==> src/hw/rtl/psv_pkg.sv <==
// psv_pkg: constants, byte codes and the beat types shared by the path validator
// modules. It has no dependencies.
`timescale 1ns / 1ps

package psv_pkg;

   // path limits
   localparam int MAX_PATH_BYTES = 256;
   localparam int MAX_NAME_BYTES = 240;
   localparam int COUNT_W        = $clog2(MAX_PATH_BYTES + 1);

   // upload prefix and suffix
   localparam int PREFIX_LEN   = 18;
   localparam int PREFIX_IDX_W = $clog2(PREFIX_LEN);
   localparam int SUFFIX_LEN   = 5;
   localparam int TAIL_W       = 8 * SUFFIX_LEN;
   localparam logic [TAIL_W-1:0] SUFFIX_CODE = 40'h2E68746D6C;   // ".html"
   localparam int CMP_W = $clog2(MAX_PATH_BYTES + PREFIX_LEN + MAX_NAME_BYTES + 1);

   localparam logic [7:0] PREFIX_BYTES [PREFIX_LEN] = '{
      8'h2F, 8'h65, 8'h76, 8'h69, 8'h6C, 8'h5F, 8'h70, 8'h6F, 8'h72,
      8'h74, 8'h61, 8'h6C, 8'h2F, 8'h68, 8'h74, 8'h6D, 8'h6C, 8'h2F
   };

   // byte codes
   localparam logic [7:0] CHAR_SLASH  = 8'h2F;
   localparam logic [7:0] CHAR_BSLASH = 8'h5C;
   localparam logic [7:0] CHAR_DOT    = 8'h2E;
   localparam logic [7:0] CHAR_SPACE  = 8'h20;

   // mode codes
   localparam logic MODE_GENERAL = 1'b0;
   localparam logic MODE_UPLOAD  = 1'b1;

   // one path byte presented to the checker
   typedef struct packed {
      logic       valid;
      logic [7:0] char_in;
      logic       last;
   } step_type;

   // verdict from the checker
   typedef struct packed {
      logic valid;
      logic valid_res;
   } verdict_type;

endpackage

==> src/hw/rtl/psv_checker.sv <==
// psv_checker: per-path state and verdict logic for the path validator.
// Depends on psv_pkg.
`timescale 1ns / 1ps

module psv_checker
   import psv_pkg::*;
(
   input  logic        clock,
   input  logic        reset,
   input  logic        mode,
   input  step_type    step,
   output verdict_type verdict
);

   logic [COUNT_W-1:0] count_ff, count_in;
   logic [1:0]         part_len_ff, part_len_in;
   logic               part_dots_ff, part_dots_in;
   logic               fault_ff, fault_in;
   logic               prefix_ok_ff, prefix_ok_in;
   logic               name_slash_ff, name_slash_in;
   logic [TAIL_W-1:0]  tail_ff, tail_in;

   // next state and verdict for the byte in the input stage
   always_comb begin
      logic [7:0]       c;
      logic [1:0]       plen;
      logic             pdots;
      logic             flt;
      logic [CMP_W-1:0] len;
      logic             ok;
      c     = step.char_in;
      plen  = part_len_ff;
      pdots = part_dots_ff;
      flt   = fault_ff;
      len   = '0;
      ok    = 1'b0;

      count_in      = count_ff;
      prefix_ok_in  = prefix_ok_ff;
      name_slash_in = name_slash_ff;
      tail_in       = tail_ff;
      verdict.valid     = 1'b0;
      verdict.valid_res = 1'b0;

      if (step.valid) begin
         // prefix compare, slash after the prefix
         if (count_ff < COUNT_W'(PREFIX_LEN)) begin
            if (c != PREFIX_BYTES[count_ff[PREFIX_IDX_W-1:0]]) begin
               prefix_ok_in = 1'b0;
            end
         end else if (c == CHAR_SLASH) begin
            name_slash_in = 1'b1;
         end
         tail_in = {tail_ff[TAIL_W-9:0], c};

         // general rules and component tracking
         if (count_ff == '0) begin
            if (c != CHAR_SLASH) begin
               flt = 1'b1;
            end
         end else begin
            if (c == CHAR_BSLASH || c < CHAR_SPACE) begin
               flt = 1'b1;
            end
            if (c == CHAR_SLASH) begin
               if (plen == 2'd0 || (pdots && plen != 2'd3)) begin
                  flt = 1'b1;
               end
               plen  = 2'd0;
               pdots = 1'b1;
            end else begin
               if (plen != 2'd3) begin
                  plen = plen + 2'd1;
               end
               if (c != CHAR_DOT) begin
                  pdots = 1'b0;
               end
            end
         end

         // saturating byte count
         if (count_ff < COUNT_W'(MAX_PATH_BYTES)) begin
            count_in = count_ff + COUNT_W'(1);
         end

         // final byte closes the last component and judges the path
         if (step.last) begin
            if (plen == 2'd0 || (pdots && plen != 2'd3)) begin
               flt = 1'b1;
            end
            len = CMP_W'(count_in);
            ok  = !flt && (len < CMP_W'(MAX_PATH_BYTES));
            if (mode == MODE_UPLOAD) begin
               if (!prefix_ok_in || name_slash_in ||
                   len <= CMP_W'(PREFIX_LEN + SUFFIX_LEN) ||
                   len >  CMP_W'(PREFIX_LEN + MAX_NAME_BYTES) ||
                   tail_in != SUFFIX_CODE) begin
                  ok = 1'b0;
               end
            end
            verdict.valid     = 1'b1;
            verdict.valid_res = ok;
         end
      end

      part_len_in  = plen;
      part_dots_in = pdots;
      fault_in     = flt;
   end

   // path state, cleared after each final byte
   always_ff @(posedge clock) begin
      if (reset || (step.valid && step.last)) begin
         count_ff      <= '0;
         part_len_ff   <= 2'd0;
         part_dots_ff  <= 1'b1;
         fault_ff      <= 1'b0;
         prefix_ok_ff  <= 1'b1;
         name_slash_ff <= 1'b0;
         tail_ff       <= '0;
      end else begin
         count_ff      <= count_in;
         part_len_ff   <= part_len_in;
         part_dots_ff  <= part_dots_in;
         fault_ff      <= fault_in;
         prefix_ok_ff  <= prefix_ok_in;
         name_slash_ff <= name_slash_in;
         tail_ff       <= tail_in;
      end
   end

endmodule

==> src/hw/rtl/path_safety_validator_top.sv <==
// path_safety_validator_top: input stage, mode register and result register
// around the path checker. Depends on psv_pkg and psv_checker.
`timescale 1ns / 1ps

// Path safety validator.
// A path enters on the req_ stream one byte per beat, req_tlast marking its
// final byte. For each path one beat leaves on the rsp_ stream, bit 0 of
// rsp_tdata being 1 when the path passes. csr_wen/csr_wdata write the mode:
// 0 general safe path check, 1 html upload path check; write it between paths.
// A byte taken from req_ sits in the input register, is judged by the
// checker as it leaves and, if final, puts its verdict into the result
// register, which drives rsp_tvalid until the verdict beat is taken.
// Throughput: one byte per cycle.
// A held verdict stalls only a final byte; other bytes keep flowing, and a
// new path's bytes are taken while the verdict waits.
// Reset clears the mode to general, the path state and both stages.
module path_safety_validator_top
   import psv_pkg::*;
(
   input  logic       clock,
   input  logic       reset,
   input  logic       req_tvalid,
   output logic       req_tready,
   input  logic [7:0] req_tdata,    // [7:0] char_in
   input  logic       req_tlast,    // last
   output logic       rsp_tvalid,
   input  logic       rsp_tready,
   output logic [7:0] rsp_tdata,    // [0] valid_res, [7:1] zero
   input  logic       csr_wen,
   input  logic       csr_wdata     // mode
);

   logic        mode_ff;
   logic        in_valid_ff, in_valid_in;
   logic [7:0]  in_char_ff;
   logic        in_last_ff;
   logic        rsp_valid_ff, rsp_valid_in;
   logic        rsp_res_ff;
   logic        advance;
   step_type    step;
   verdict_type verdict;

   // input stage moves on unless a verdict would overwrite a waiting one
   assign advance    = in_valid_ff && (!in_last_ff || !rsp_valid_ff || rsp_tready);
   assign req_tready = !in_valid_ff || advance;

   assign in_valid_in  = (req_tvalid && req_tready) || (in_valid_ff && !advance);
   assign rsp_valid_in = verdict.valid || (rsp_valid_ff && !rsp_tready);

   assign step.valid   = advance;
   assign step.char_in = in_char_ff;
   assign step.last    = in_last_ff;

   psv_checker u_checker (
      .clock   (clock),
      .reset   (reset),
      .mode    (mode_ff),
      .step    (step),
      .verdict (verdict)
   );

   // mode register and stage valids
   always_ff @(posedge clock) begin
      if (reset) begin
         mode_ff      <= MODE_GENERAL;
         in_valid_ff  <= 1'b0;
         rsp_valid_ff <= 1'b0;
      end else begin
         if (csr_wen) begin
            mode_ff <= csr_wdata;
         end
         in_valid_ff  <= in_valid_in;
         rsp_valid_ff <= rsp_valid_in;
      end
   end

   // payload registers
   always_ff @(posedge clock) begin
      if (req_tvalid && req_tready) begin
         in_char_ff <= req_tdata;
         in_last_ff <= req_tlast;
      end
      if (verdict.valid) begin
         rsp_res_ff <= verdict.valid_res;
      end
   end

   assign rsp_tvalid = rsp_valid_ff;
   assign rsp_tdata  = {7'b0, rsp_res_ff};

endmodule

==> config.mk <==
export PLATFORM = sky130hd
export DESIGN_NAME = path_safety_validator_top
export DESIGN_NICKNAME = d
export VERILOG_FILES = /design/src/hw/rtl/psv_pkg.sv /design/src/hw/rtl/psv_checker.sv /design/src/hw/rtl/path_safety_validator_top.sv
export SDC_FILE = /design/constraint.sdc
export NUM_CORES = 1
export LEC_CHECK = 0
export BUFFER_PORTS_ARGS = -buffer_cell sky130_fd_sc_hd__buf_4
export CELL_PAD_IN_SITES_DETAIL_PLACEMENT = 0
export CELL_PAD_IN_SITES_GLOBAL_PLACEMENT = 1
export CORE_ASPECT_RATIO = 0.7
export CORE_MARGIN = 4
export CORE_UTILIZATION = 35
export CTS_CLUSTER_SIZE = 24
export DETAILED_ROUTE_END_ITERATION = 10
export GPL_ROUTABILITY_DRIVEN = 0
export HOLD_SLACK_MARGIN = 0.08
export PLACE_DENSITY_LB_ADDON = 0.1
export SLEW_MARGIN = 20
export SYNTH_ARGS = -nofsm -noshare
export SYNTH_HDL_FRONTEND = slang
export SYNTH_HIERARCHICAL = 1
export SYNTH_SLANG_ARGS = --single-unit
==> constraint.sdc <==
create_clock -name clock -period 2.8 [get_ports clock]
set_clock_uncertainty 0.1 [all_clocks]
set_input_delay 0.14 -clock clock [delete_from_list [all_inputs] [get_ports clock]]
set_output_delay 0.14 -clock clock [all_outputs]
set_load 0.02 [all_outputs]
==> summary.txt <==
Global routing
  • Total gr overflow: 0
  • Initial antenna violation count: 0
  • Overall Global Routing Usage: 15.38%
  • Largest net degree at the start of global routing: 37
  • Vias in the first global route: 2314
  • First-pass GRT wire length: 12470 um

Detailed routing
  • Drt total wl: 7459 um
  • Drc violations: 0
  • DRT Pass-1 Iters: 5
  • Vias/cell: 4.963
  • Post-DRT Antenna Nets: 0
  • Initial DRC Count: 216
  • Vias: 2382
  • WL/cell: 15.54 um

Critical path
  • Worst setup SP type: flop
  • WP data required: 2.86 ns
  • CP max FO: 11
  • Kind of critical path: flop to flop
  • Crit-path cells: inv_1 > ha_1 > nor4b_2 > and2_4 > a221o_1 > a221oi_2 > nand4_1 > o31ai_2
  • Largest stage delay, worst path: 0.53 ns
  • Slowest CP cell: dfxtp_1
  • WP data arrival: 2.59 ns
  • Critical Path Sink Type: flop

Synth
  • Seq/Total Area, Yosys: 41.43%
  • Top cell type's share of synthesized area: 31.87%
  • Syn. warnings: 6
  • Synthesized cell area: 3141 um2
  • Dominant cells by area after synthesis: dfxtp_1, mux2i_1, edfxtp_1
  • FF+latch count, synth: 60
  • Post-synth EDFFs: 10
  • Synth async-reset ratio: 0%
  • Synth Instances: 329
  • Ys flop type: dfxtp_1
  • Number of distinct library cells after synthesis: 68
  • Mapped Avg Cell Area: 9.546 um2
  • Area leader, netlist: dfxtp_1

STA
  • Unrepaired setup endpoints after global routing: false
  • Tcrit/Tclk final: 90.44%
  • Final hold violation count: 0
  • Final hold slack: 0.1470 ns
  • Final setup viols: 0
  • Setup TNS: 0 ns
  • Crit path time final: 2.532 ns
  • Highest clock rate: 394.9 MHz
  • Pins Over Slew Limit: 0
  • Max_slew headroom: 57.81%
  • Worst slew pin tran: 0.6168 ns

Clocking
  • CTS Buf Count: 9
  • Clock transition at path regs: 0.06 ns
  • Post-CTS Setup Bufs: 0
  • Worst-skew pair later-pin latency: 0.32 ns
  • Resized Gates After CTS: 0
  • Clock buffer depth: 2
  • Root buffer cell: clkbuf_16
  • Clock Sink Count: 60
  • TritonCTS clock tree: done
  • H-tree Lvls: 3

Floorplan
  • Chip width: 121.2 um
  • DIE AREA: 10580 um2
  • Die Ht: 87.26 um
  • Row Count: 28
  • Io pins: 25
  • CORE AREA: 8583 um2
  • Starting Density: 36.59%

Cells and area
  • Area growth syn-to-layout: 19.28%
  • Nets: 376
  • Diodes inserted: 0
  • Number of fill cells: 830
  • Share of layout cells above drive strength 1: 14.44%

Pwr
  • Leak pwr: 0.001424 uW
  • Worst ir drop on vdd: 0.0002805 V
  • P per Cell Area: 582.6 nW/um2

Job
  • Max_cap viols: 0

Placed design
  • Port Buffers: 17
  • Post-DP HPWL: 5248 um

Run status
  • Status: completed

Worst hold path
  • Hold Path Class: primary input to flop
==> path summary, 6_finish.rpt <==
kind                           start                       to  slack (ns)  cells past startpoint
max            u_checker/count_ff[1]               rsp_res_ff        0.27                      8
min                       req_tvalid            in_char_ff[6]        0.15                      2
max reg2reg    u_checker/count_ff[1]               rsp_res_ff        0.27                      8
min reg2reg  u_checker/name_slash_ff  u_checker/name_slash_ff        0.38                      2
==> cell type report <==
cell class	count	area, um2	area share (%)
Clock buffer	11	232.7	6.212
Clock inverter	5	53.80	1.436
Inverter	12	45.04	1.202
Multi-Input combinational cell	236	1660	44.32
Sequential cell	60	1301	34.74
Tap cell	120	150.1	4.008
Timing Repair Buffer	36	302.8	8.083
==> synthesized netlist by cell type, types with 5 or more instances <==
cell,n
nand4_1,6
buf_4,10
xnor2_1,9
edfxtp_1,10
nand2_1,13
nor2_1,55
nor3_1,8
nand2b_1,5
a21oi_1,11
ha_1,6
inv_1,11
o21ai_0,6
mux2i_1,36
clkbuf_1,6
dfxtp_1,50
==> layout by cell type, fill, tap and decap left out, types with 2 or more instances in the layout <==
cell type      netlist  routed
a211o_1              2       2
dlygate4sd3_1        0      13
or4_1                2       2
or3_1                4       4
buf_4               10      23
nand3_1              4       4
nand2b_1             5       5
or2_2                2       2
nor3_1               8       8
nand2_1             13      13
o211ai_1             3       3
nand4b_1             2       2
a21oi_1             11      11
and3_1               3       3
mux2i_1             36      36
conb_1               1       7
edfxtp_1            10      10
clkbuf_16            0       9
nor2_1              55      55
nor4_4               2       2
nor4_1               4       4
inv_1               11      11
o21ba_1              2       2
a211oi_1             2       2
a31oi_1              2       2
nand4_1              6       6
o22ai_1              2       2
xor2_1               2       2
xnor2_1              9       9
and2_4               2       2
nor2b_1              2       2
clkbuf_1             6       2
o311ai_0             2       2
dfxtp_1             50      50
clkinvlp_4           0       2
o21ai_0              6       6
and2_1               2       2
ha_1                 6       6
==> timing repair <==
action / CTS / global route
hold endpoints to repair: 12 / 0
hold buffers: 13 / 0
setup endpoints to repair: 0 / 0
==> state kept, by name, summed over array words and instances (netlist names) <==
signal / count
in_char_ff: 8
mode_ff: 1
u_checker/fault_ff: 1
in_last_ff: 1
u_checker/name_slash_ff: 1
rsp_tvalid: 1
u_checker/tail_ff: 32
u_checker/part_dots_ff: 1
rsp_res_ff: 1
u_checker/count_ff: 9
in_valid_ff: 1
u_checker/prefix_ok_ff: 1
u_checker/part_len_ff: 2
==> logic make-up after synthesis <==
logic type	count (synthesis)	synth area share (%)
and+or+nand+nor	125	21.95
DFF	60	41.43
AOI/OAI and AO/OA	48	11.24
buffers and inverters	39	6.772
muxes	38	12.67
xor gates and xnor gates	11	3.068
adders and majority gates	7	2.749
other	1	0.1194
==> power breakdown <==
group | switching, uW | internal, uW
clock network | 387 | 684
registers | 27.1 | 901
logic | 98.2 | 85.4
==> through the flow <==
stage	worst slack (ns)	power (uW)	cells	util (%)	area [um2]
after floorplan	0.5006	1067	335	-	3163
after global placement	0.3823	1116	451	38.79	3329
after detailed placement	0.3027	1114	451	38.79	3329
after CTS	0.2883	2213	480	43.64	3746
after global routing	0.1123	2271	480	43.64	3746
final	0.2677	2183	480	43.64	3746
==> layer usage <==
layer	up-vias	GRT usage (%)	wire length [um]
met4	0	3.967	33
met5	-	0	0
met1	1109	24.25	4260
li1	1221	-	-
met2	48	19.46	2915
met3	4	5.000	250
==> worst max-delay path, delay by kind of cell, from the launching register on <==
family                   cells  cell delay, ns
AO/OA/AOI/OAI                3            0.82
adder cells (fa/ha/maj)      1            0.24
AND/OR/NAND/NOR              3            0.52
flip-flops                   1            0.53
buffers and inverters        1            0.14
(Power assumes the default switching activity.)
